**src/hdl/fkvt_pkg.sv**
```systemverilog
`default_nettype none
package fkvt_pkg;
    localparam int MAX_BUCKETS = 1024;
    localparam int WAYS = 4;
    localparam int BKT_W = $clog2(MAX_BUCKETS);
    localparam int WAY_W = (WAYS > 1) ? $clog2(WAYS) : 1;
    localparam int ADDR_W = BKT_W + $clog2(WAYS);
    localparam int DEPTH = MAX_BUCKETS * WAYS;
    localparam int CNT_W = 11;
    localparam int KEY_W = 96;
    localparam int VAL_W = 32;
    localparam int HASH_W = 64;
    localparam int ENT_W = 1 + KEY_W + VAL_W;
    localparam int QDEPTH = 2;

    localparam logic OP_SET = 1'b0;
    localparam logic OP_GET = 1'b1;

    localparam logic [2:0] ST_INSERTED = 3'd0;
    localparam logic [2:0] ST_UPDATED = 3'd1;
    localparam logic [2:0] ST_FULL = 3'd2;
    localparam logic [2:0] ST_HIT = 3'd3;
    localparam logic [2:0] ST_MISS = 3'd4;

    typedef struct packed {
        logic op;
        logic [KEY_W-1:0] key;
        logic [VAL_W-1:0] value;
        logic [BKT_W-1:0] bucket;
    } req_t;
endpackage
`default_nettype wire

```
**src/hdl/fkvt_queue.sv**
```systemverilog
`default_nettype none
module fkvt_queue (
    input wire logic clk,
    input wire logic rst_n,
    input wire logic push,
    input wire fkvt_pkg::req_t push_data,
    output logic full,
    input wire logic pop,
    output logic empty,
    output fkvt_pkg::req_t pop_data
);
    import fkvt_pkg::*;

    req_t slot_reg [QDEPTH];
    logic [0:0] wr_reg, rd_reg;
    logic [1:0] cnt_reg;

    assign full = (cnt_reg == 2'(QDEPTH));
    assign empty = (cnt_reg == 2'd0);
    assign pop_data = slot_reg[rd_reg];

    always_ff @(posedge clk or negedge rst_n)
    begin
        if (!rst_n)
        begin
            wr_reg <= '0;
            rd_reg <= '0;
            cnt_reg <= '0;
        end
        else
        begin
            if (push)
            begin
                wr_reg <= wr_reg + 1'b1;
            end
            if (pop)
            begin
                rd_reg <= rd_reg + 1'b1;
            end
            cnt_reg <= cnt_reg + 2'(push) - 2'(pop);
        end
    end

    always_ff @(posedge clk)
    begin
        if (push)
        begin
            slot_reg[wr_reg] <= push_data;
        end
    end
endmodule
`default_nettype wire

```
**config.mk**
```make
export PLATFORM = sky130hd
export DESIGN_NAME = fkvt_queue
export DESIGN_NICKNAME = d
export VERILOG_FILES = /design/src/hdl/fkvt_pkg.sv /design/src/hdl/fkvt_queue.sv
export SDC_FILE = /design/constraint.sdc
export NUM_CORES = 1
export LEC_CHECK = 0
export BUFFER_PORTS_ARGS = -buffer_cell sky130_fd_sc_hd__buf_2
export CAP_MARGIN = 5
export CORE_MARGIN = 2
export CORE_UTILIZATION = 59
export CTS_BUF_LIST = sky130_fd_sc_hd__clkbuf_4 sky130_fd_sc_hd__clkbuf_8
export CTS_CLUSTER_SIZE = 20
export DETAILED_ROUTE_END_ITERATION = 10
export PLACE_DENSITY = 0.84
export SLEW_MARGIN = 20
export SYNTH_ARGS = -nofsm -noshare
export SYNTH_HDL_FRONTEND = slang
export SYNTH_SLANG_ARGS = --single-unit
```
**constraint.sdc**
```tcl
create_clock -name clk -period 11.23 [get_ports clk]
set_input_delay 2.246 -clock clk [delete_from_list [all_inputs] [get_ports clk]]
set_output_delay 2.246 -clock clk [all_outputs]
set_load 0.1 [all_outputs]
```
Yosys cells after proc, flatten, opt, wreduce, memory -nomap -nowiden
Memory sizes are Yosys's and may differ from the RTL's.
Index checks and enable logic that the tools add are counted.
{ "word_totals": {"output_inout_bits": 141, "n_memories": 1, "word_cells": 12, "reg_bits": 4, "inputBits": 143, "ramBits": 278} }
{ "op_classes": {"n_reduce_logical": 1, "mux": 2, "n_addsub": 4, "n_eq_ne": 1} }
{ "memory_table": {"columns": ["memory", "depth", "word_bits", "read_ports", "rd_ports_with_merged_regs", "write_ports", "line_no", "rtl"], "rows": [
  ["slot_reg", 2, 139, 1, 0, 1, "fkvt_queue.sv:14", "req_t slot_reg [QDEPTH];"]
]} }
{ "op_table": {"columns": ["operator", "count"], "rows": [
  ["1-bit adder (second input constant)", 2],
  ["2-bit by 1-bit adder with 2-bit output", 1],
  ["2-bit equality test (second input constant)", 1],
  ["2-bit zero test", 1],
  ["1-bit 2-to-1 mux", 2],
  ["2-bit by 1-bit subtractor with 2-bit output", 1]
]} }

Longest topological paths before layout
Gate-level depths: netlist of run 1.
{ "depth": {"depth_word": 2, "ltp_mapped": 5, "depth_no_buf": 5} }

Least setup slack after synthesis of run 1
OpenSTA, ideal clock, no wires.
{ "synth_timing": {"path_type": "in2reg", "from": "input port push", "to": "memory slot_reg[0][0] (netlist bit), enable pin", "setup_ns": 0.656, "n_path_buf": 0, "arrival_time_ns": 8.264, "setup_slack_ns": 2.310, "stages": 1, "cell_sequence": "nor2b_1"} }
{ "synth_via": {"elab_chain_len": 2} }
{ "synth_rtl": {"columns": ["item", "line_no", "rtl"], "rows": [
  ["from (decl)", "fkvt_queue.sv:5", "input wire logic push,"],
  ["1-bit 2-to-1 mux", "fkvt_queue.sv:46", "if (push)"],
  ["1-bit 2-to-1 mux (not written as such)", "fkvt_queue.sv:48", "slot_reg[wr_reg] <= push_data;"],
  ["to (decl)", "fkvt_queue.sv:14", null]
]} }
Every way passes these cells.

==> results of run 1 <==
==> stage by stage <==
step	util	hold WS [ns]	cell area, sq um	cells	setup slack (ns)
detailed placement	0.686	0.540	12200	949	6.70
CTS	0.732	0.550	13100	1026	6.11
finish	0.732	0.551	13100	1028	6.16
floorplan	-	0.455	10600	448	2.31
global placement	0.686	0.531	12200	949	6.76
global route	0.732	0.566	13100	1028	6.03
==> final cells by class <==
class,instances,share of cell area
Timing Repair Buffer,288,0.111
Multi-Input combinational cell,148,0.156
Sequential cell,282,0.647
Clock buffer,60,0.0565
Inverter,2,0.000575
Antenna cell,2,0.000383
Clock inverter,17,0.00584
Tap cell,229,0.0219
==> cells by family (layout without fill, tap and decap cells) <==
kind of cell | Yosys count | after routing | share of synthesized area
DFF | 282 | 282 | 0.794
muxes | 139 | 139 | 0.182
buffers and inverters | 18 | 367 | 0.0156
and+or+nand+nor | 4 | 4 | 0.00212
xor gates and xnor gates | 3 | 3 | 0.00388
adders and majority gates | 2 | 2 | 0.00235
other | 0 | 2 | 0
==> routing by layer <==
| metal | global-route usage | vias up | part of all wire |
|---|---|---|---|
| li1 | - | 2433 | - |
| met1 | 0.210 | 2507 | 0.37 |
| met2 | 0.336 | 224 | 0.52 |
| met3 | 0.0617 | 52 | 0.077 |
| met4 | 0.0972 | 2 | 0.036 |
| met5 | 0 | - | 0.00069 |
==> synth_stat cells <==
cell      count
nor2b_1       2
edfxtp_1    278
mux2_2       39
xor2_1        2
ha_1          2
nor2_1        1
dfrtp_1       4
mux2_4      100
xor3_1        1
inv_1         2
buf_6        11
buf_2         4
and2_1        1
buf_8         1
==> how the worst min path moves through the flow <==
stage	startpoint	to	slack (ns)	depth (start not counted)
finish	wr_reg	wr_reg	0.55	1
global route	wr_reg	wr_reg	0.57	1
CTS	wr_reg	wr_reg	0.55	1
detailed placement	wr_reg	wr_reg	0.54	1
global placement	wr_reg	wr_reg	0.53	1
floorplan	wr_reg	wr_reg	0.46	1
==> critical path, cell delays in order, from the launching register on <==
cell and delay, ns:
dfrtp_4 0.61, buf_4 0.84, mux2_4 0.32, buf_2 0.42
==> reports/summary.txt, run 1 <==
Synthesized flop and latch total: 282
Sequential share of the synthesized area: 0.794
Layout Nets: 910
H-tree depth: 2
Post-Route WL: 18900 um
Bufs on Longest Clock Path: 3
Global-route wire length before repair: 28600 um
Via count: 5218
Per-cell routed wire length: 18.4 um
Total GRT Usage: 0.191
Most frequent cells in the layout: buf_2, edfxtp_1, mux2_4, clkbuf_8, mux2_2
Num CTS Buffers: 43
First DRT Iteration DRCs: 251
Flop-to-flop setup slack: 8.72 ns
Die extent in y: 138 um
Core Area: 0.0178 sq mm
Final min period: 5.07 ns
Root Driver: clkbuf_8
Gr ovfl total: 0
Clk sinks: 282
PortBufs: 283
Die W: 138 um
Layout cells sized above 1: 0.621
Multi-input combinational cell area: 0.00204 sq mm
DP HPWL: 12600 um
Fin crit share: 0.452
Area grow syn2layout: 22.7%
F_max: 197 MHz
Slew @ Worst Pin: 1.11 ns
Critical path destination: pop_data[91]
Final setup viols: 0
# fillers: 1061
Min-delay worst type: register to register
Mapped Nets: 593
Reg2reg end: slot_reg[1][72]
Post-CTS Resized: 0
Critical path startpoint category: register
Pin count of the biggest net entering global routing: 75
FF-to-FF Start: wr_reg
Hold Vio Cnt, Final: 0
Area of the mapped netlist: 0.0106 sq mm
Clk pin slew, worst setup/hold paths: 0.06 ns
Max reg flops: 278
Residual DRC: 0
Worst EP arrival: 2.83 ns
Synth top area cells: edfxtp_1, mux2_4, mux2_2
Area occupied by registers: 0.00845 sq mm
Routability cong.: 0.762
FF-to-FF path depth: 2
Worst-path fanout max: 61
Critical path class: register to output port
Yosys cell types: 14
Setup Skew: 0.0147 ns
Rows: 49
Most common cell after layout, fill and taps aside: buf_2
Unrepaired setup endpoints after global routing: false
Drt pass-1 iters: 4
Initial Util: 0.597
Count of pins over their slew limit: 0
Post-Syn Instances: 448
Required @ worst endpoint: 8.98 ns
Drt via density: 5.08
Most area-hungry cell type in the Yosys netlist: edfxtp_1
CP Capture Type: output port
Vias in the first global route: 5575
DRT antenna net count: 0
CTS Hold Bufs: 0
Synth top area share: 0.784
IO Pins: 284
Slew headroom: 0.262
Initial antenna violation count: 3
Setup TNS: 0 ns
Critical Path Start: rd_reg
CTS tree: done
Post-CTS Setup Bufs: 0
Worst-Skew Late Latency: 0.52 ns
Avg Cell Area, Syn: 23.8 sq um
Ys Warns: 0
Status: complete, no violations
Die area: 0.0191 sq mm
Max-Cap Viols: 0
Power of run 1 is left out: the tool's default activity adds up to more than one toggle a clock period on the data nets, which glitch-free logic cannot reach.
==> inputs of run 2 (changes only) <==
--- a/config.mk
+++ b/config.mk
@@ -8,11 +8,11 @@
 export BUFFER_PORTS_ARGS = -buffer_cell sky130_fd_sc_hd__buf_2
 export CAP_MARGIN = 5
 export CORE_MARGIN = 2
-export CORE_UTILIZATION = 59
+export CORE_UTILIZATION = 49
 export CTS_BUF_LIST = sky130_fd_sc_hd__clkbuf_4 sky130_fd_sc_hd__clkbuf_8
 export CTS_CLUSTER_SIZE = 20
 export DETAILED_ROUTE_END_ITERATION = 10
-export PLACE_DENSITY = 0.84
+export PLACE_DENSITY = 0.74
 export SLEW_MARGIN = 20
 export SYNTH_ARGS = -nofsm -noshare
 export SYNTH_HDL_FRONTEND = slang
==> constraint.sdc (replaced) <==
create_clock -name clk -period 4.2 [get_ports clk]
set_input_delay 0.84 -clock clk [delete_from_list [all_inputs] [get_ports clk]]
set_output_delay 0.84 -clock clk [all_outputs]
set_load 0.1 [all_outputs]
==> run 2 against run 1 <==
First-iteration DRC count up 18%. Wire length up 7.1%. Critical path depth is the same. Global-route usage down 2.2 points. Sequential share of layout area down 0.81 points. Hold slack worse by 0.44 ns. Clock-buffer cell count rose by 11. Die area rose by 20%. Non-clock buffer count unchanged. Utilization is 11 points lower. Register-to-register slack got worse by 6.3 ns. Critical path type unchanged.
==> reports/summary.txt, run 2 (synthesis results as in run 1) <==
Initial antenna violation count: 4 (was 3)
Initial Util: 0.503 (was 0.597)
WP buf/inv: 2 (unchanged)
Num CTS Buffers: 45 (was 43)
Critical path startpoint category: register (unchanged)
Count of pins over their slew limit: 0 (unchanged)
Reg2reg end: slot_reg[1][73] (was slot_reg[1][72])
Area after DPL: 0.0123 sq mm (was 0.0122 sq mm)
Max reg flops: 278 (unchanged)
Min-delay worst type: primary input to async pin (was register to register)
Core Area: 0.0212 sq mm (was 0.0178 sq mm)
Layout cells sized above 1: 0.631 (was 0.621)
Critical path class: register to output port (unchanged)
Worst-Skew Late Latency: 0.52 ns (about the same)
Routability cong.: 0.741 (was 0.762)
Drt pass-1 iters: 4 (unchanged)
Core Util, Final: 0.625 (was 0.732)
Hold Vio Cnt, Final: 0 (unchanged)
CP Capture Type: output port (unchanged)
Number of cells on the critical path: 3 (unchanged)
Crit-path leading delay family: buffers and inverters (unchanged)
Flop-to-flop setup slack: 2.39 ns (was 8.72 ns)
IO Pins: 284 (unchanged)
Vias in the first global route: 5580 (was 5575)
Largest stage delay on the critical path: 0.44 ns (was 0.84 ns)
CTS Hold Bufs: 0 (unchanged)
Total GRT Usage: 0.170 (was 0.191)
Setup Skew: 0.0128 ns (was 0.0147 ns)
Critical Path Start: rd_reg (unchanged)
Critical path destination: pop_data[83] (was pop_data[91])
Rows: 53 (was 49)
Root Driver: clkbuf_8 (unchanged)
DP HPWL: 13700 um (was 12600 um)
Fin crit share: 0.713
Post-CTS Setup Bufs: 0 (unchanged)
Pin count of the biggest net entering global routing: 140 (was 75)
H-tree depth: 2 (unchanged)
Via count: 5296 (was 5218)
Drt via density: 4.92 (was 5.08)
Clk sinks: 282 (unchanged)
Die area: 0.0229 sq mm (was 0.0191 sq mm)
F_max: 334 MHz
Final setup viols: 0 (unchanged)
Clk pin slew, worst setup/hold paths: 0.06 ns (about the same)
Worst-path fanout max: 74 (was 61)
Global-route wire length before repair: 29200 um (was 28600 um)
Post-CTS Resized: 0 (unchanged)
FF-to-FF path depth: 2 (unchanged)
Area grow syn2layout: 24.2% (was 22.7%)
Layout Nets: 912 (was 910)
Unrepaired setup endpoints after global routing: false (unchanged)
Most common cell after layout, fill and taps aside: buf_2 (unchanged)
Worst EP arrival: 2.16 ns (was 2.83 ns)
Fin cells: 1076 (was 1028)
Slew headroom: 0.426 (was 0.262)
Post-Place Cells: 995 (was 949)
Max-Cap Viols: 0 (unchanged)
Crit-path slowest cell: dfrtp_4 (was buf_4)
Setup TNS: 0 ns (unchanged)
FF-to-FF Start: wr_reg (unchanged)
Die W: 151 um (was 138 um)
Per-cell routed wire length: 18.8 um (was 18.4 um)
DRT antenna net count: 0 (unchanged)
Slew @ Worst Pin: 0.861 ns (was 1.11 ns)
Post-Route WL: 20300 um (was 18900 um)
Crit-path cells: buf_12 > mux2_4 > buf_2 (was buf_4 > mux2_4 > buf_2)
Gr ovfl total: 0 (unchanged)
PortBufs: 283 (unchanged)
Die extent in y: 151 um (was 138 um)
CTS tree: done (unchanged)
Final min period: 3.00 ns
Status: complete, no violations (unchanged)
Residual DRC: 0 (unchanged)
Fin area: 0.0132 sq mm (was 0.0131 sq mm)
Bufs on Longest Clock Path: 3 (unchanged)
First DRT Iteration DRCs: 297 (was 251)
Most frequent cells in the layout: buf_2, edfxtp_1, mux2_4, clkbuf_8, mux2_2 (unchanged)
Required @ worst endpoint: 3.36 ns (was 8.98 ns)
run 2: cell type report:
type,instances,area (sq um)
Clock buffer,71,833
Timing Repair Buffer,288,1500
Clock inverter,8,38.8
Tap cell,275,344
Inverter,2,7.51
Multi-Input combinational cell,148,2040
Sequential cell,282,8450
Fill cell,1485,7930
Antenna cell,2,5.00
run 2: through the flow:
step,setup WS (ns),hold slack (ns)
CTS,1.17,0.0730
detailed placement,1.75,0.551
finish,1.20,0.115
floorplan,0.840,0.508
global route,1.10,0.0748
global placement,1.77,0.529
run 2: routing by layer:
metal  wire length [um]  vias to the layer above  global-route usage
li1                   -                     2430                   -
met2              10200                      235               0.292
met1               7620                     2587               0.197
met4                465                        4              0.0640
met3               1910                       40              0.0575
met5                 31                        -                   0
run 2: worst reg2reg max path, cell delays in order (launching register included):
cell and delay (ns):
dfrtp_1 0.43, and2_4 0.41, buf_4 0.56
run 2: worst min-delay path by stage:
stage                     cells past startpoint  slack [ns]    from          to
after floorplan                               1        0.51  wr_reg      wr_reg
after global placement                        1        0.53  wr_reg      wr_reg
after detailed placement                      1        0.55  wr_reg      wr_reg
after CTS                                     1        0.07   rst_n      rd_reg
after global routing                          1        0.07   rst_n  cnt_reg[1]
final                                         1        0.12   rst_n      wr_reg
Power of run 2 is left out for the same reason.
