===== src/hdl/fkvt_pkg.sv =====
`default_nettype none
package fkvt_pkg;
    localparam int MAX_BUCKETS = 1024;
    localparam int WAYS = 4;
    localparam int BKT_W = $clog2(MAX_BUCKETS);
    localparam int WAY_W = (WAYS > 1) ? $clog2(WAYS) : 1;
    localparam int ADDR_W = BKT_W + $clog2(WAYS);
    localparam int DEPTH = MAX_BUCKETS * WAYS;
    localparam int CNT_W = 11;
    localparam int KEY_W = 96;
    localparam int VAL_W = 32;
    localparam int HASH_W = 64;
    localparam int ENT_W = 1 + KEY_W + VAL_W;
    localparam int QDEPTH = 2;

    localparam logic OP_SET = 1'b0;
    localparam logic OP_GET = 1'b1;

    localparam logic [2:0] ST_INSERTED = 3'd0;
    localparam logic [2:0] ST_UPDATED = 3'd1;
    localparam logic [2:0] ST_FULL = 3'd2;
    localparam logic [2:0] ST_HIT = 3'd3;
    localparam logic [2:0] ST_MISS = 3'd4;

    typedef struct packed {
        logic op;
        logic [KEY_W-1:0] key;
        logic [VAL_W-1:0] value;
        logic [BKT_W-1:0] bucket;
    } req_t;
endpackage
`default_nettype wire


===== src/hdl/fkvt_front.sv =====
`default_nettype none
module fkvt_front (
    input wire logic clk,
    input wire logic rst_n,
    input wire logic start,
    output logic busy,
    input wire logic op,
    input wire logic [fkvt_pkg::KEY_W-1:0] key,
    input wire logic [fkvt_pkg::VAL_W-1:0] value,
    input wire logic [fkvt_pkg::CNT_W-1:0] bucket_count,
    input wire logic q_full,
    output logic q_push,
    output fkvt_pkg::req_t q_data
);
    import fkvt_pkg::*;

    localparam logic [1:0] S_IDLE = 2'd0;
    localparam logic [1:0] S_DIV = 2'd1;
    localparam logic [1:0] S_PUSH = 2'd2;

    logic [1:0] state_reg, state_next;
    logic [6:0] step_reg, step_next;
    logic [HASH_W-1:0] quo_reg, quo_next;
    logic [CNT_W-1:0] rem_reg, rem_next;
    logic [CNT_W-1:0] div_reg, div_next;
    logic op_reg, op_next;
    logic [KEY_W-1:0] key_reg, key_next;
    logic [VAL_W-1:0] val_reg, val_next;
    logic [CNT_W-1:0] div_in;
    logic [CNT_W:0] trial;
    logic [CNT_W:0] shifted;

    assign busy = (state_reg != S_IDLE);

    always_comb
    begin
        if (bucket_count == '0)
        begin
            div_in = CNT_W'(1);
        end
        else if (bucket_count > CNT_W'(MAX_BUCKETS))
        begin
            div_in = CNT_W'(MAX_BUCKETS);
        end
        else
        begin
            div_in = bucket_count;
        end
    end

    assign shifted = {rem_reg, quo_reg[HASH_W-1]};
    assign trial = shifted - {1'b0, div_reg};

    always_comb
    begin
        state_next = state_reg;
        step_next = step_reg;
        quo_next = quo_reg;
        rem_next = rem_reg;
        div_next = div_reg;
        op_next = op_reg;
        key_next = key_reg;
        val_next = val_reg;
        q_push = 1'b0;
        case (state_reg)
            S_IDLE:
            begin
                if (start)
                begin
                    op_next = op;
                    key_next = key;
                    val_next = value;
                    div_next = div_in;
                    quo_next = key[95:32] ^ {48'd0, key[31:16]} ^ {48'd0, key[15:0]};
                    rem_next = '0;
                    step_next = '0;
                    state_next = S_DIV;
                end
            end
            S_DIV:
            begin
                if (!trial[CNT_W])
                begin
                    rem_next = trial[CNT_W-1:0];
                end
                else
                begin
                    rem_next = shifted[CNT_W-1:0];
                end
                quo_next = {quo_reg[HASH_W-2:0], 1'b0};
                step_next = step_reg + 7'd1;
                if (step_reg == 7'(HASH_W - 1))
                begin
                    state_next = S_PUSH;
                end
            end
            S_PUSH:
            begin
                if (!q_full)
                begin
                    q_push = 1'b1;
                    state_next = S_IDLE;
                end
            end
            default:
            begin
                state_next = S_IDLE;
            end
        endcase
    end

    assign q_data = '{op: op_reg, key: key_reg, value: val_reg,
                      bucket: rem_reg[BKT_W-1:0]};

    always_ff @(posedge clk or negedge rst_n)
    begin
        if (!rst_n)
        begin
            state_reg <= S_IDLE;
        end
        else
        begin
            state_reg <= state_next;
        end
    end

    always_ff @(posedge clk)
    begin
        step_reg <= step_next;
        quo_reg <= quo_next;
        rem_reg <= rem_next;
        div_reg <= div_next;
        op_reg <= op_next;
        key_reg <= key_next;
        val_reg <= val_next;
    end
endmodule
`default_nettype wire


===== config.mk =====
export PLATFORM = sky130hd
export DESIGN_NAME = fkvt_front
export DESIGN_NICKNAME = d
export VERILOG_FILES = /design/src/hdl/fkvt_pkg.sv /design/src/hdl/fkvt_front.sv
export SDC_FILE = /design/constraint.sdc
export NUM_CORES = 1
export LEC_CHECK = 0
export ABC_AREA = 1
export BUFFER_PORTS_ARGS = -buffer_cell sky130_fd_sc_hd__clkbuf_2
export CORE_ASPECT_RATIO = 1.25
export CORE_UTILIZATION = 50
export CTS_CLUSTER_DIAMETER = 50
export DETAILED_ROUTE_END_ITERATION = 7
export GPL_TIMING_DRIVEN = 1
export PLACE_DENSITY = 0.78
export SETUP_SLACK_MARGIN = 0.02
export SYNTH_ARGS = -nofsm -noshare
export SYNTH_HDL_FRONTEND = slang
export SYNTH_SLANG_ARGS = --single-unit

===== constraint.sdc =====
create_clock -name clk -period 13 [get_ports clk]
set_clock_uncertainty 0.05 [all_clocks]
set_input_delay 0.65 -clock clk [delete_from_list [all_inputs] [get_ports clk]]
set_output_delay 0.65 -clock clk [all_outputs]
set_load 0.02 [all_outputs]

==> Word level (Yosys, flattened, before mapping) <==
Index checks and enable logic that the tools add are counted.
Widths: inputs -> output; s select.
{ "totals": {"out_inout_bits": 141, "latch_bits": 0, "register_bits": 224, "mem_count": 0, "ram_bits": 0, "word_cells": 42, "romBits": 0} }
{ "op_classes": {"shifts": 0, "eq_ne": 6, "div_mod_pow": 0, "order_cmp": 1, "n_mul": 0, "add_sub_neg": 2, "n_bitwise": 2, "n_reduce_logical": 8, "mux": 14} }
{ "op_table": {"columns": ["cell", "count"], "rows": [
  ["$pmux 64 s2", 1],
  ["$xor 64x16->64", 2],
  ["$mux 64", 1],
  ["$mux 11", 3],
  ["$pmux 11 s2", 1],
  ["$pmux 7 s2", 1],
  ["$sub 12x11->12", 1],
  ["$gt 11x11->1 const B", 1],
  ["$logic_not 11->1", 1],
  ["$add 7x1->7 const B", 1],
  ["$eq 7x6->1 const B", 1],
  ["$mux 7", 1],
  ["$mux 2", 3],
  ["$ne 2x2->1 const B", 3],
  ["$pmux 2 s3", 1],
  ["$reduce_and 2->1", 2],
  ["$reduce_bool 2->1", 2],
  ["$reduce_and 3->1", 1],
  ["$eq 2x1->1 const B", 1],
  ["$eq 2x2->1 const B", 1],
  ["$logic_not 2->1", 1],
  ["$mux 1", 2],
  ["$reduce_or 2->1", 1]
]} }

==> Depth between registers and ports, before layout <==
Gate-level depths: netlist (run 1).
{ "depth": {"word_depth": 4, "mapped_depth": 12, "mapped_depth_nobuf": 12} }

==> Worst setup path after synthesis (run 1) <==
OpenSTA, ideal clock, no wires.
{ "synth_timing": {"kind": "input to register", "startpoint": "in start", "endpoint": "reg quo_reg[0] (enable)", "arrival_time_ns": 8.827, "required_time_ns": 12.507, "path_stages": 4, "slack_ns": 3.680, "n_path_buf": 0, "cell_sequence": "inv_1 -> nor2_1 -> inv_1 -> nand2_1"} }
{ "synth_between": {"elab_chain_len": 2} }
{ "synth_lines": {"columns": ["element", "line_no", "text"], "rows": [
  ["start, declared", "fkvt_front.sv:5", "input wire logic start,"],
  ["$ne 2x2->1 (no line)", null, null],
  ["$reduce_and 2->1 (no line)", null, null],
  ["end signal, assigned", "fkvt_front.sv:130", "quo_reg <= quo_next;"],
  ["end, declared", "fkvt_front.sv:23", "logic [HASH_W-1:0] quo_reg, quo_next;"]
]} }
Every way passes these cells.
A chain may end at the register's enable or synchronous reset.

==> Worst setup path after layout (run 1) <==
{ "layout_timing": {"startpoint": "reg state_reg[1]", "endpoint": "reg quo_reg[55] (enable)"} }
{ "layout_between": {"elab_chain_len": 3, "elab_cells_between_ends": 5, "classes_between": "2 x eq/ne; 3 x reduce/logical"} }
{ "layout_lines": {"columns": ["element", "line_no", "text"], "rows": [
  ["start, declared", "fkvt_front.sv:21", "logic [1:0] state_reg, state_next;"],
  ["start signal, assigned", "fkvt_front.sv:123", "state_reg <= state_next;"],
  ["$eq 2x1->1 or $logic_not 2->1 (tied branches)", "fkvt_front.sv:65", "case (state_reg)"],
  ["$reduce_bool 2->1 (no line) or $ne 2x2->1 (tied branches)", null, null],
  ["$reduce_and 2->1 (no line) *", null, null]
]} }
Mark *: on every way between the ends. The rest lies on a longest branch, timed or not.

==> results of run 1 <==
## worst paths after layout
check / from / end / slack, ns / depth (start not counted)
setup / recovery: state_reg[1] / quo_reg[55] / 9.67 / 4
hold reg to reg: quo_reg[22] / quo_reg[23] / 0.47 / 2
setup reg to reg: state_reg[1] / quo_reg[55] / 9.67 / 4
min in group asynchronous: rst_n / state_reg[0] / 0.45 / 2
hold / removal: value[6] / val_reg[6] / 0.27 / 1
max in group asynchronous: rst_n / state_reg[1] / 12.33 / 2
## final cells by class
cell class / count / area, µm²
flip-flops and latches: 224 / 6720
fillers: 1370 / 6160
multi-input cells: 399 / 2040
repair buffers: 288 / 1450
clock buffers: 32 / 652
well taps: 224 / 280
inverters: 60 / 225
clock inverters: 9 / 113
## metal layers
metal / up-vias / GRT usage
li1: 2956 / -
met4: 0 / 0.0813
met5: - / 0
met2: 204 / 0.371
met1: 2871 / 0.243
met3: 49 / 0.0455
## kinds of logic after synthesis
family,Yosys count,share of synthesized area
AO/OA/AOI/OAI,29,0.0174
flip-flops,224,0.737
buffers and inverters,87,0.0415
AND/OR/NAND/NOR,321,0.151
XOR/XNOR,36,0.0346
adder cells (fa/ha/maj),13,0.0187
## per-stage QoR
stage          hold WS (ns)  setup WS (ns)
6_report              0.267           9.67
4_1_cts               0.250           9.63
3_3_place_gp          0.405           9.70
5_1_grt               0.250           9.36
3_5_place_dp          0.413           9.67
2_1_floorplan         0.304           3.68
## synth_stat cells (3+ instances only)
cell / number / area (µm²)
edfxtp_1: 222 / 6670
nand2_2: 5 / 31.3
xor2_1: 19 / 166
buf_2: 5 / 25.0
nand2_4: 3 / 33.8
buf_4: 12 / 90.1
clkbuf_1: 10 / 37.5
nor2_1: 41 / 154
nand3_1: 24 / 120
xnor2_1: 17 / 149
nand4_1: 5 / 31.3
nand2_1: 222 / 833
o21ai_0: 19 / 95.1
a21oi_1: 8 / 40.0
ha_1: 12 / 150
inv_1: 58 / 218
nor2_2: 10 / 62.6
nor3_1: 3 / 15.0
## power groups by stage
| stage | clock network, mW | logic (mW) | registers [mW] |
|---|---|---|---|
| after floorplan | 0 | 0.500 | 1.17 |
| after global placement | 0 | 0.680 | 1.13 |
| after detailed placement | 0 | 0.698 | 1.14 |
| after CTS | 0.670 | 0.707 | 1.12 |
| after global routing | 0.699 | 0.790 | 1.14 |
| final | 0.661 | 0.703 | 1.12 |
## repair_timing
item / CTS / global route
setup endpoints to repair: 0 / 0
endpoints found under the hold margin: 2 / 0
hold buffers: 1 / 0
==> impl_results.md, run 1 <==
- Final Power: 2.49 mW
- Share of cells above drive strength 1: 0.346
- Worst setup SP type: flip-flop
- Max VDD drop: 0.000153 V
- Most common cell after layout, fill and taps aside: clkbuf_2
- Max stage delay cell, worst path: nand2_4
- Max Buffers Root-to-Sink: 3
- WL per Instance: about 16 µm
- Finished Cell Area: between 10000 and 15000 µm²
- Vias in the first global route: 6098
- Syn_nets: 867
- Pin count of the biggest net entering global routing: 96
- Global-route wire length before repair: 30300 µm
- Clock Power Share: 0.266
- Max-slew violation count: 0
- Most frequent cells in the layout: clkbuf_2, edfxtp_1, nand2_1
- Setup repair bufs after CTS: 0
- Fin crit share: 0.256
- GRT overflow: 0
- Worst min-delay path class: in -> reg
- Die Wd: between 100 and 150 µm
- Area Overhead vs Synth: 26.0%
- Clk_lat worst skew: 0.51 ns
- Count of cell types in the netlist: 29
- Initial antenna violation count: 0
- CP endpoint kind: flip-flop
- Area of the mapped netlist: 9110 µm²
- Reg clk slew, reported paths: 0.06 ns
- Fin crit period: 3.33 ns
- Power share of the combinational group: 0.283
- Ys flop type: edfxtp_1
- Worst slew pin tran: around 1.1 ns
- Core Rows: 54
- Sum Neg Setup Slack: 0 ns
- Switching share of power: 0.324
- Relative slew margins: 0.285
- CTS H-tree lvls: 1
- Pwr Density: 217 nW/µm²
- Status: completed
- Post-synth EDFFs: 222
- Final Core Density: 0.651
- Max reg flops: 96
- Req. time, crit path: 13.07 ns
- Worst path top cell family by delay: buffers and inverters
- First-pass DRT Iterations: 7
- CP Buf/Inv Count: 2
- Post-CTS sizing: 0
- Detailed Route WL: 19800 µm
- Unrepaired setup endpoints after global routing: false
- Vias per inst: a little under 5
- CTS root buffer: clkbuf_16
- Ant. Diodes: 0
- # Max-Cap Violations: 0
- Final Hold Vio Count: 0
- Sequential area share after synthesis: 0.737
- Synth Register Bits: 224
- Highest routed layer: met4
- Share of power burned in registers: 0.452
- Final setup fails: 0
- Ys async rst share: 0.00893
- Mapped Avg Cell Area: 12.8 µm²
- Crit-path cells: nor2_4 > buf_4 > inv_2 > nand2_4
- LEAKAGE: 5.18 nW
- Die height: between 150 and 200 µm
- Core ar.: approximately 18000 µm²
- DRC viols: 0
- Number of CTS-inserted buffers: 24
- CTS sink count: 224
- Initial core utilization: 0.517
- YS warnings: 0
- Placed Area: 10700 µm²
- 1st-iter DRT viols: 382
- Die Area: 18800 µm²
- Delay of the slowest cell on the worst path: 0.99 ns
- WP data arrival: between 3 and 4 ns
- Synth Instances: 710
- Cell Int Power: 1.68 mW
- Net load switching power: around 800 µW
- Vias: 6080
- Critical path class: reg -> reg
- DP HPWL: 14100 µm
- Port-buffer cells: roughly 280
- Met2 WL post-DR: just over 10000 µm
- Wire length on met3: 1220 µm
- CTS tree: done
- Met1 Wirelength: 7570 µm
- Peak fanout along the critical path: 95
- GPL Wtd Cong: 0.843
- Overall routing resource usage: 0.209
- Final Instance Count excl. Fillers: 1236
- Final-stage net count: 1154
- Fmax: 0.300 GHz
- Placed Cells: 1194
- Antenna viol nets, final: 0
- I/O pin total: 285
Power figures use the tool's default switching activity.
==> run 2, diff against run 1 <==
Clock period 13 ns to 3.4 ns, I/O delays scaled along.
==> run 2 against run 1 <==
Global-route usage rose by 4.8 points. Non-clock buffer count rose by 143. Highest routed layer unchanged. Core utilization rose by 8.0 points. Count of clock-buffer cells in the layout fell by 4. Sequential power rose to 3.8 times the previous value. Sequential cell count did not move. Via count rose by 13%.
==> impl_results.md, run 2 (same netlist as run 1, synthesis figures left out) <==
- Max-slew violation count: 0 (unchanged)
- Share of power burned in registers: 0.445 (-0.007)
- DP HPWL: 14000 µm (-0.40%)
- Pin count of the biggest net entering global routing: 141 (+47%)
- Overall routing resource usage: 0.257 (+0.0478)
- Core ar.: 17600 µm² (unchanged)
- Placed Cells: 1195 (+0.084%)
- CP endpoint: rem_reg[2]
- I/O pin total: 285 (unchanged)
- Share of cells above drive strength 1: 0.302 (-0.0437)
- Antenna viol nets, final: 0 (unchanged)
- Reg clk slew, reported paths: 0.06 ns (about the same)
- Net load switching power: 3.19 mW (+300%)
- Ant. Diodes: 0 (unchanged)
- Vias in the first global route: 7201 (+18%)
- Reg2Reg Setup Slack: 1.20 ns (-8.47 ns)
- Core Rows: 54 (unchanged)
- Port-buffer cells: 284 (unchanged)
- Critical path class: reg -> reg
- Unrepaired setup endpoints after global routing: false
- Relative slew margins: 0.371 (+0.0864)
- First-pass DRT Iterations: 5 (-2)
- 1st-iter DRT viols: 462 (+21%)
- Most frequent cells in the layout: clkbuf_2, edfxtp_1, nand2_1
- Setup repair bufs after CTS: 0 (unchanged)
- Req. time, crit path: 3.70 ns (-9.37 ns)
- # Max-Cap Violations: 0 (unchanged)
- Detailed Route WL: 24000 µm (+22%)
- LEAKAGE: 5.77 nW (+11%)
- Clock Power Share: 0.254 (-0.012)
- Die height: 153 µm (unchanged)
- Die Wd: 123 µm (unchanged)
- WP data arrival: 2.50 ns (-0.91 ns)
- Number of CTS-inserted buffers: 23 (-4.2%)
- Reg2reg start: rem_reg[1]
- Final Hold Vio Count: 0 (unchanged)
- Max Buffers Root-to-Sink: 3 (unchanged)
- Clk_lat worst skew: 0.49 ns (-0.02 ns)
- Most common cell after layout, fill and taps aside: clkbuf_2
- DRC viols: 0 (unchanged)
- Worst min-delay path class: in -> reg
- CP startpoint: rem_reg[1]
- WL per Instance: 17.4 µm (+8.9%)
- Final Instance Count excl. Fillers: 1379 (+12%)
- Power share of the combinational group: 0.301 (+0.018)
- Max VDD drop: 0.000674 V (+340%)
- Worst setup SP type: flip-flop
- Pwr Density: 748 nW/µm² (+250%)
- Vias per inst: 5.00 (+1.7%)
- Max reg flops: 96 (unchanged)
- Placed Area: 10700 µm² (+0.27%)
- CP endpoint kind: flip-flop
- Worst slew pin tran: 0.943 ns (-0.130 ns)
- CTS tree: done
- Fin crit share: 0.647 (+0.391)
- Vias: 6899 (+13%)
- GPL Wtd Cong: 0.861 (+2.1%)
- Die Area: 18800 µm² (unchanged)
- Finished Cell Area: 12900 µm² (+12%)
- Area Overhead vs Synth: 41.4%
- Initial antenna violation count: 0 (unchanged)
- CTS sink count: 224 (unchanged)
- GRT overflow: 0 (unchanged)
- Peak fanout along the critical path: 9 (-91%)
- Final-stage net count: 1296 (+12%)
- Initial core utilization: 0.517 (unchanged)
- Fin crit period: 2.20 ns (-1.13 ns)
- Global-route wire length before repair: 36600 µm (+21%)
- R2r worst-path depth: 8 (+4)
- Final setup fails: 0 (unchanged)
- Fmax: 0.454 GHz (+51%)
- Status: completed
- Critical R2R Capture: rem_reg[2]
- Hold slack: 0.144 ns (-0.123 ns)
- Switching share of power: 0.331 (+0.00761)
- Cell Int Power: 6.45 mW (+280%)
- CTS H-tree lvls: 1 (unchanged)
- CTS root buffer: clkbuf_16
-- run 2: changes by cell type in the layout (fill, tap and decap cells not counted), moves of 2 or more --
cell,previous run,this run
dlygate4sd3_1,1,143
clkinv_1,1,6
clkbuf_1,7,5
clkbuf_16,25,23
clkinvlp_4,3,1
-- run 2: layout make-up --
type / count / area (µm²)
fillers: 1099 / 4750
clock buffers: 28 / 594
repair buffers: 431 / 2900
multi-input cells: 399 / 2050
flip-flops and latches: 224 / 6720
inverters: 60 / 225
well taps: 224 / 280
clock inverters: 13 / 124
-- run 2: how the worst min path moves through the flow --
stage | from | slack, ns | cells past startpoint | endpoint
3_3_place_gp | rst_n | -0.09 | 1 | state_reg[0]
2_1_floorplan | rst_n | -0.18 | 0 | state_reg[0]
6_report | start | 0.14 | 5 | state_reg[0]
3_5_place_dp | rst_n | -0.09 | 1 | state_reg[1]
4_1_cts | start | 0.14 | 5 | state_reg[0]
5_1_grt | start | 0.18 | 5 | state_reg[0]
-- run 2: critical path, stage by stage, from the launching register on --
cell      delay, ns
edfxtp_1       0.43
ha_1           0.41
nand2_1        0.13
nand3_1        0.20
nand2_4        0.16
nand4_2        0.27
nand2_1        0.23
nor2_1         0.07
nor2_1         0.12
-- run 2: routing by layer --
layer / routed length, µm / vias up / part of all wire / global-route usage
li1: - / 3252 / - / -
met1: 8450 / 3287 / 0.35 / 0.283
met2: 13100 / 290 / 0.55 / 0.472
met3: 1570 / 70 / 0.065 / 0.0530
met4: 891 / 0 / 0.037 / 0.105
met5: 0 / - / 0 / 0
-- run 2: power groups by stage --
stage,Clock (mW),Sequential (mW),Combinational [mW]
after floorplan,0,4.42,1.93
after global placement,0,4.29,2.65
after detailed placement,0,4.33,2.73
after CTS,2.47,4.28,2.88
after global routing,2.58,4.36,3.21
final,2.45,4.29,2.90
-- run 2: per-stage QoR --
stage / util / total power [mW] / worst slack [ns] / TNS [ns]
global route: 0.731 / 10.1 / 1.03 / 0
global placement: 0.609 / 6.94 / 1.34 / 0
floorplan: - / 6.35 / -0.703 / -57.70
finish: 0.731 / 9.64 / 1.20 / 0
detailed placement: 0.609 / 7.06 / 1.24 / 0
CTS: 0.731 / 9.63 / 1.23 / 0
-- run 2: repair_timing --
action	4_1_cts	5_1_grt
gates resized for setup	0	0
hold buffers	143	0
endpoints found under the hold margin	192	0
==> run 3, diff against run 2 <==
Settings changed: ABC_AREA 1 to 0, CORE_UTILIZATION 50 to 46, PLACE_DENSITY 0.78 to 0.76.
Clock period 3.4 ns to 1.9 ns, I/O delays scaled along.
==> run 3 against run 2 <==
The run now ends with negative setup slack left. Non-clock buffer count is 65 higher. First-iteration DRC count fell by 11%. Setup slack lost 1.8 ns. Critical path type unchanged. Critical endpoint is now rem_reg[8].
==> impl_results.md, run 3 <==
- Reg2Reg Setup Slack: -0.55 ns (-1.75 ns)
- Reg area: 6720 µm² (unchanged)
- Max reg flops: 96 (unchanged)
- Violated checks: negative setup slack
- Count of cell types in the netlist: 46 (+59%)
- Hold slack: 0.261 ns (+0.117 ns)
- WL per Instance: 18.0 µm (+3.0%)
- 1st-iter DRT viols: 411 (-11%)
- Clock Power Share: 0.235 (-0.019)
- Finished Cell Area: 13500 µm² (+4.8%)
- Post-synthesis adder-cell area fraction: 0.0192 (+0.000547)
- Critical R2R Capture: rem_reg[8]
- Synth area leader: edfxtp_1
- WP data arrival: 2.65 ns (+0.15 ns)
- Initial core utilization: 0.471 (-0.0453)
- YS warnings: 0 (unchanged)
- Net load switching power: 6.37 mW (+100%)
- Vias per inst: 5.07 (+1.3%)
- Worst setup SP type: flip-flop
- Power share of the combinational group: 0.357 (+0.056)
- Worst min-delay path class: in -> reg
- Synth Register Bits: 224 (unchanged)
- Top cell type's share of synthesized area: 0.753 (+0.0214)
- Die Area: 19800 µm² (+5.5%)
- Ys async rst share: 0.00893 (unchanged)
- CP endpoint kind: flip-flop
- Synth Instances: 620 (-13%)
- Most common cell after layout, fill and taps aside: clkbuf_2
- Vias in the first global route: 7089 (-1.6%)
- Relative slew margins: 0.698 (+0.327)
- Unrepaired setup endpoints after global routing: true
- Detailed Route WL: 24400 µm (+1.6%)
- DP HPWL: 14000 µm (-0.27%)
- Cell Int Power: 12.9 mW (+100%)
- HP Start: key[54]
- Compound-cell area share of the yosys netlist: 0.0547 (+0.0373)
- R2r worst-path depth: 10 (+2)
- Area of the multi-input gates: 2180 µm² (+6.7%)
- Max-slew violation count: 0 (unchanged)
- LEAKAGE: 5.75 nW (-0.30%)
- Max Buffers Root-to-Sink: 3 (unchanged)
- Switching share of power: 0.331 (-0.000411)
- Final Hold Vio Count: 0 (unchanged)
- Die Wd: 126 µm (+2.7%)
- Final-stage net count: 1267 (-2.2%)
- Share of cells above drive strength 1: 0.374 (+0.0723)
- Final Power: 19.3 mW (+100%)
- Multiplexer area fraction after synthesis: 0 (unchanged)
- Share of power burned in registers: 0.408 (-0.037)
- CTS tree: done
- Req. time, crit path: 2.09 ns (-1.61 ns)
- Overall routing resource usage: 0.237 (-0.0195)
- Final setup margin: -0.554 ns (-1.75 ns)
- Fin crit period: 2.45 ns (+0.252 ns)
- Core ar.: 18800 µm² (+6.5%)
- Antenna viol nets, final: 0 (unchanged)
- GRT overflow: 0 (unchanged)
- Fillers: 1195 (+8.7%)
- CP startpoint: quo_reg[63]
- First-pass DRT Iterations: 5 (unchanged)
- Number of CTS-inserted buffers: 23 (unchanged)
- Core Rows: 56 (+3.7%)
- Port-buffer cells: 284 (unchanged)
- Placed Area: 10900 µm² (+1.9%)
- Die height: 157 µm (+2.7%)
- CTS sink count: 224 (unchanged)
- Peak fanout along the critical path: 3 (-6)
- Clk_lat worst skew: 0.51 ns (+0.02 ns)
- Initial antenna violation count: 1 (+1)
- Mapped Avg Cell Area: 14.3 µm² (+11%)
- GPL Wtd Cong: 0.857 (-0.46%)
- Post-synth EDFFs: 222 (unchanged)
- Vias: 6889 (-0.14%)
- Ys flop type: edfxtp_1
- Synth cell count leaders: edfxtp_1, nand2_1, o21ai_0
- Worst slew pin tran: 0.448 ns (-0.495 ns)
- CTS root buffer: clkbuf_16
- CP endpoint: rem_reg[8]
- Critical path class: reg -> reg
- Top cells by area, synth: edfxtp_1, nand2_1, xnor2_1
- Sequential area share after synthesis: 0.759 (+0.0216)
- Max VDD drop: 0.000884 V (+31%)
- Fmax: 0.408 GHz (-10%)
- Most frequent cells in the layout: clkbuf_2, edfxtp_1, nand2_1
- Global-route wire length before repair: 36200 µm (-1.0%)
- DRC viols: 0 (unchanged)
- Final setup fails: 11 (+11)
- Status: finished, violations left
- # Max-Cap Violations: 0 (unchanged)
- Syn_nets: 777 (-10%)
- Reg2reg start: quo_reg[63]
- Pin count of the biggest net entering global routing: 82 (-42%)
- Fin crit share: 1.29 (+0.644)
- Simple-gate share of the synthesized area: 0.104 (-0.0462)
- Synth Area in XOR/XNOR: 0.0376 (+0.00299)
- I/O pin total: 285 (unchanged)
- Reg clk slew, reported paths: 0.06 ns (about the same)
- Most numerous cell in the Yosys netlist: edfxtp_1
- Largest family of logic cells by synthesized area: simple AND/OR/NAND/NOR gates
- Area Overhead vs Synth: 52.5%
- CTS H-tree lvls: 1 (unchanged)
- Sum Neg Setup Slack: -5.13 ns (-5.13 ns)
- Pwr Density: 1430 nW/µm² (+91%)
- Area of the mapped netlist: 8850 µm² (-2.8%)
run 3: cell types whose count changed after synthesis, moves of 4 or more:
cell	previous run	this run
nand2_1	222	168
inv_1	58	16
nor2_1	41	13
nand3_1	24	10
a21oi_1	8	20
nor2b_1	0	11
nor2_2	10	0
o21ai_1	0	10
clkbuf_1	10	19
nand2_2	5	0
a21o_1	0	4
run 3: kinds of logic after synthesis:
| family | Yosys count |
|---|---|
| buf+inv | 48 |
| simple gates | 221 |
| flops | 224 |
| xor+xnor | 38 |
| compound gates | 76 |
| fa+ha+maj | 13 |
run 3: worst max-delay path, stage by stage (launching register included):
cell       delay [ns]
edfxtp_1         0.38
inv_1            0.07
ha_2             0.18
inv_2            0.04
fa_2             0.36
a211oi_4         0.32
o21bai_4         0.11
a2111oi_4        0.34
nor4_1           0.09
o211ai_1         0.17
a21oi_1          0.09
run 3: what timing repair did:
item,in CTS,in global routing
setup endpoints to repair,11,11
pin swaps,16,9
hold buffers,151,0
hold endpoints to repair,208,0
gates cloned,2,0
buffers inserted,4,4
resized for setup,26,17
run 3: layout make-up:
cell class,instances,area share
Sequential cell,224,0.498
Clock buffer,24,0.0429
Clock inverter,18,0.0127
Multi-Input combinational cell,349,0.162
Inverter,16,0.00473
Timing Repair Buffer,496,0.258
Tap cell,232,0.0215
Antenna cell,1,0.000185
run 3: routing by layer:
metal  share of wire  GRT usage  vias up
met3           0.058     0.0445       83
li1                -          -     3213
met1            0.36      0.257     3294
met5               0          0        -
met2            0.54      0.450      299
met4           0.041      0.104        0
run 3: worst min path at each step:
stage          slack (ns)  cells after the start           end
6_report             0.26                      2   key_reg[54]
4_1_cts              0.24                      2   val_reg[26]
3_5_place_dp        -0.17                      1  state_reg[0]
2_1_floorplan       -0.25                      0  state_reg[0]
3_3_place_gp        -0.17                      1  state_reg[0]
5_1_grt              0.26                      2    val_reg[5]
run 3: through the flow:
stage / instances / util / setup slack (ns)
CTS: 1355 / 0.712 / -0.540
global placement: 1157 / 0.582 / -0.486
floorplan: 620 / - / -1.14
global route: 1359 / 0.719 / -0.633
detailed placement: 1157 / 0.582 / -0.523
finish: 1360 / 0.719 / -0.554
run 3: power groups by stage:
| stage | Clock (mW) | Sequential (mW) | Combinational, mW |
|---|---|---|---|
| 6_report | 4.52 | 7.86 | 6.88 |
| 2_1_floorplan | 0 | 8.23 | 3.34 |
| 5_1_grt | 4.76 | 7.96 | 7.42 |
| 3_3_place_gp | 0 | 7.83 | 5.60 |
| 3_5_place_dp | 0 | 7.88 | 5.73 |
| 4_1_cts | 4.56 | 7.81 | 6.46 |
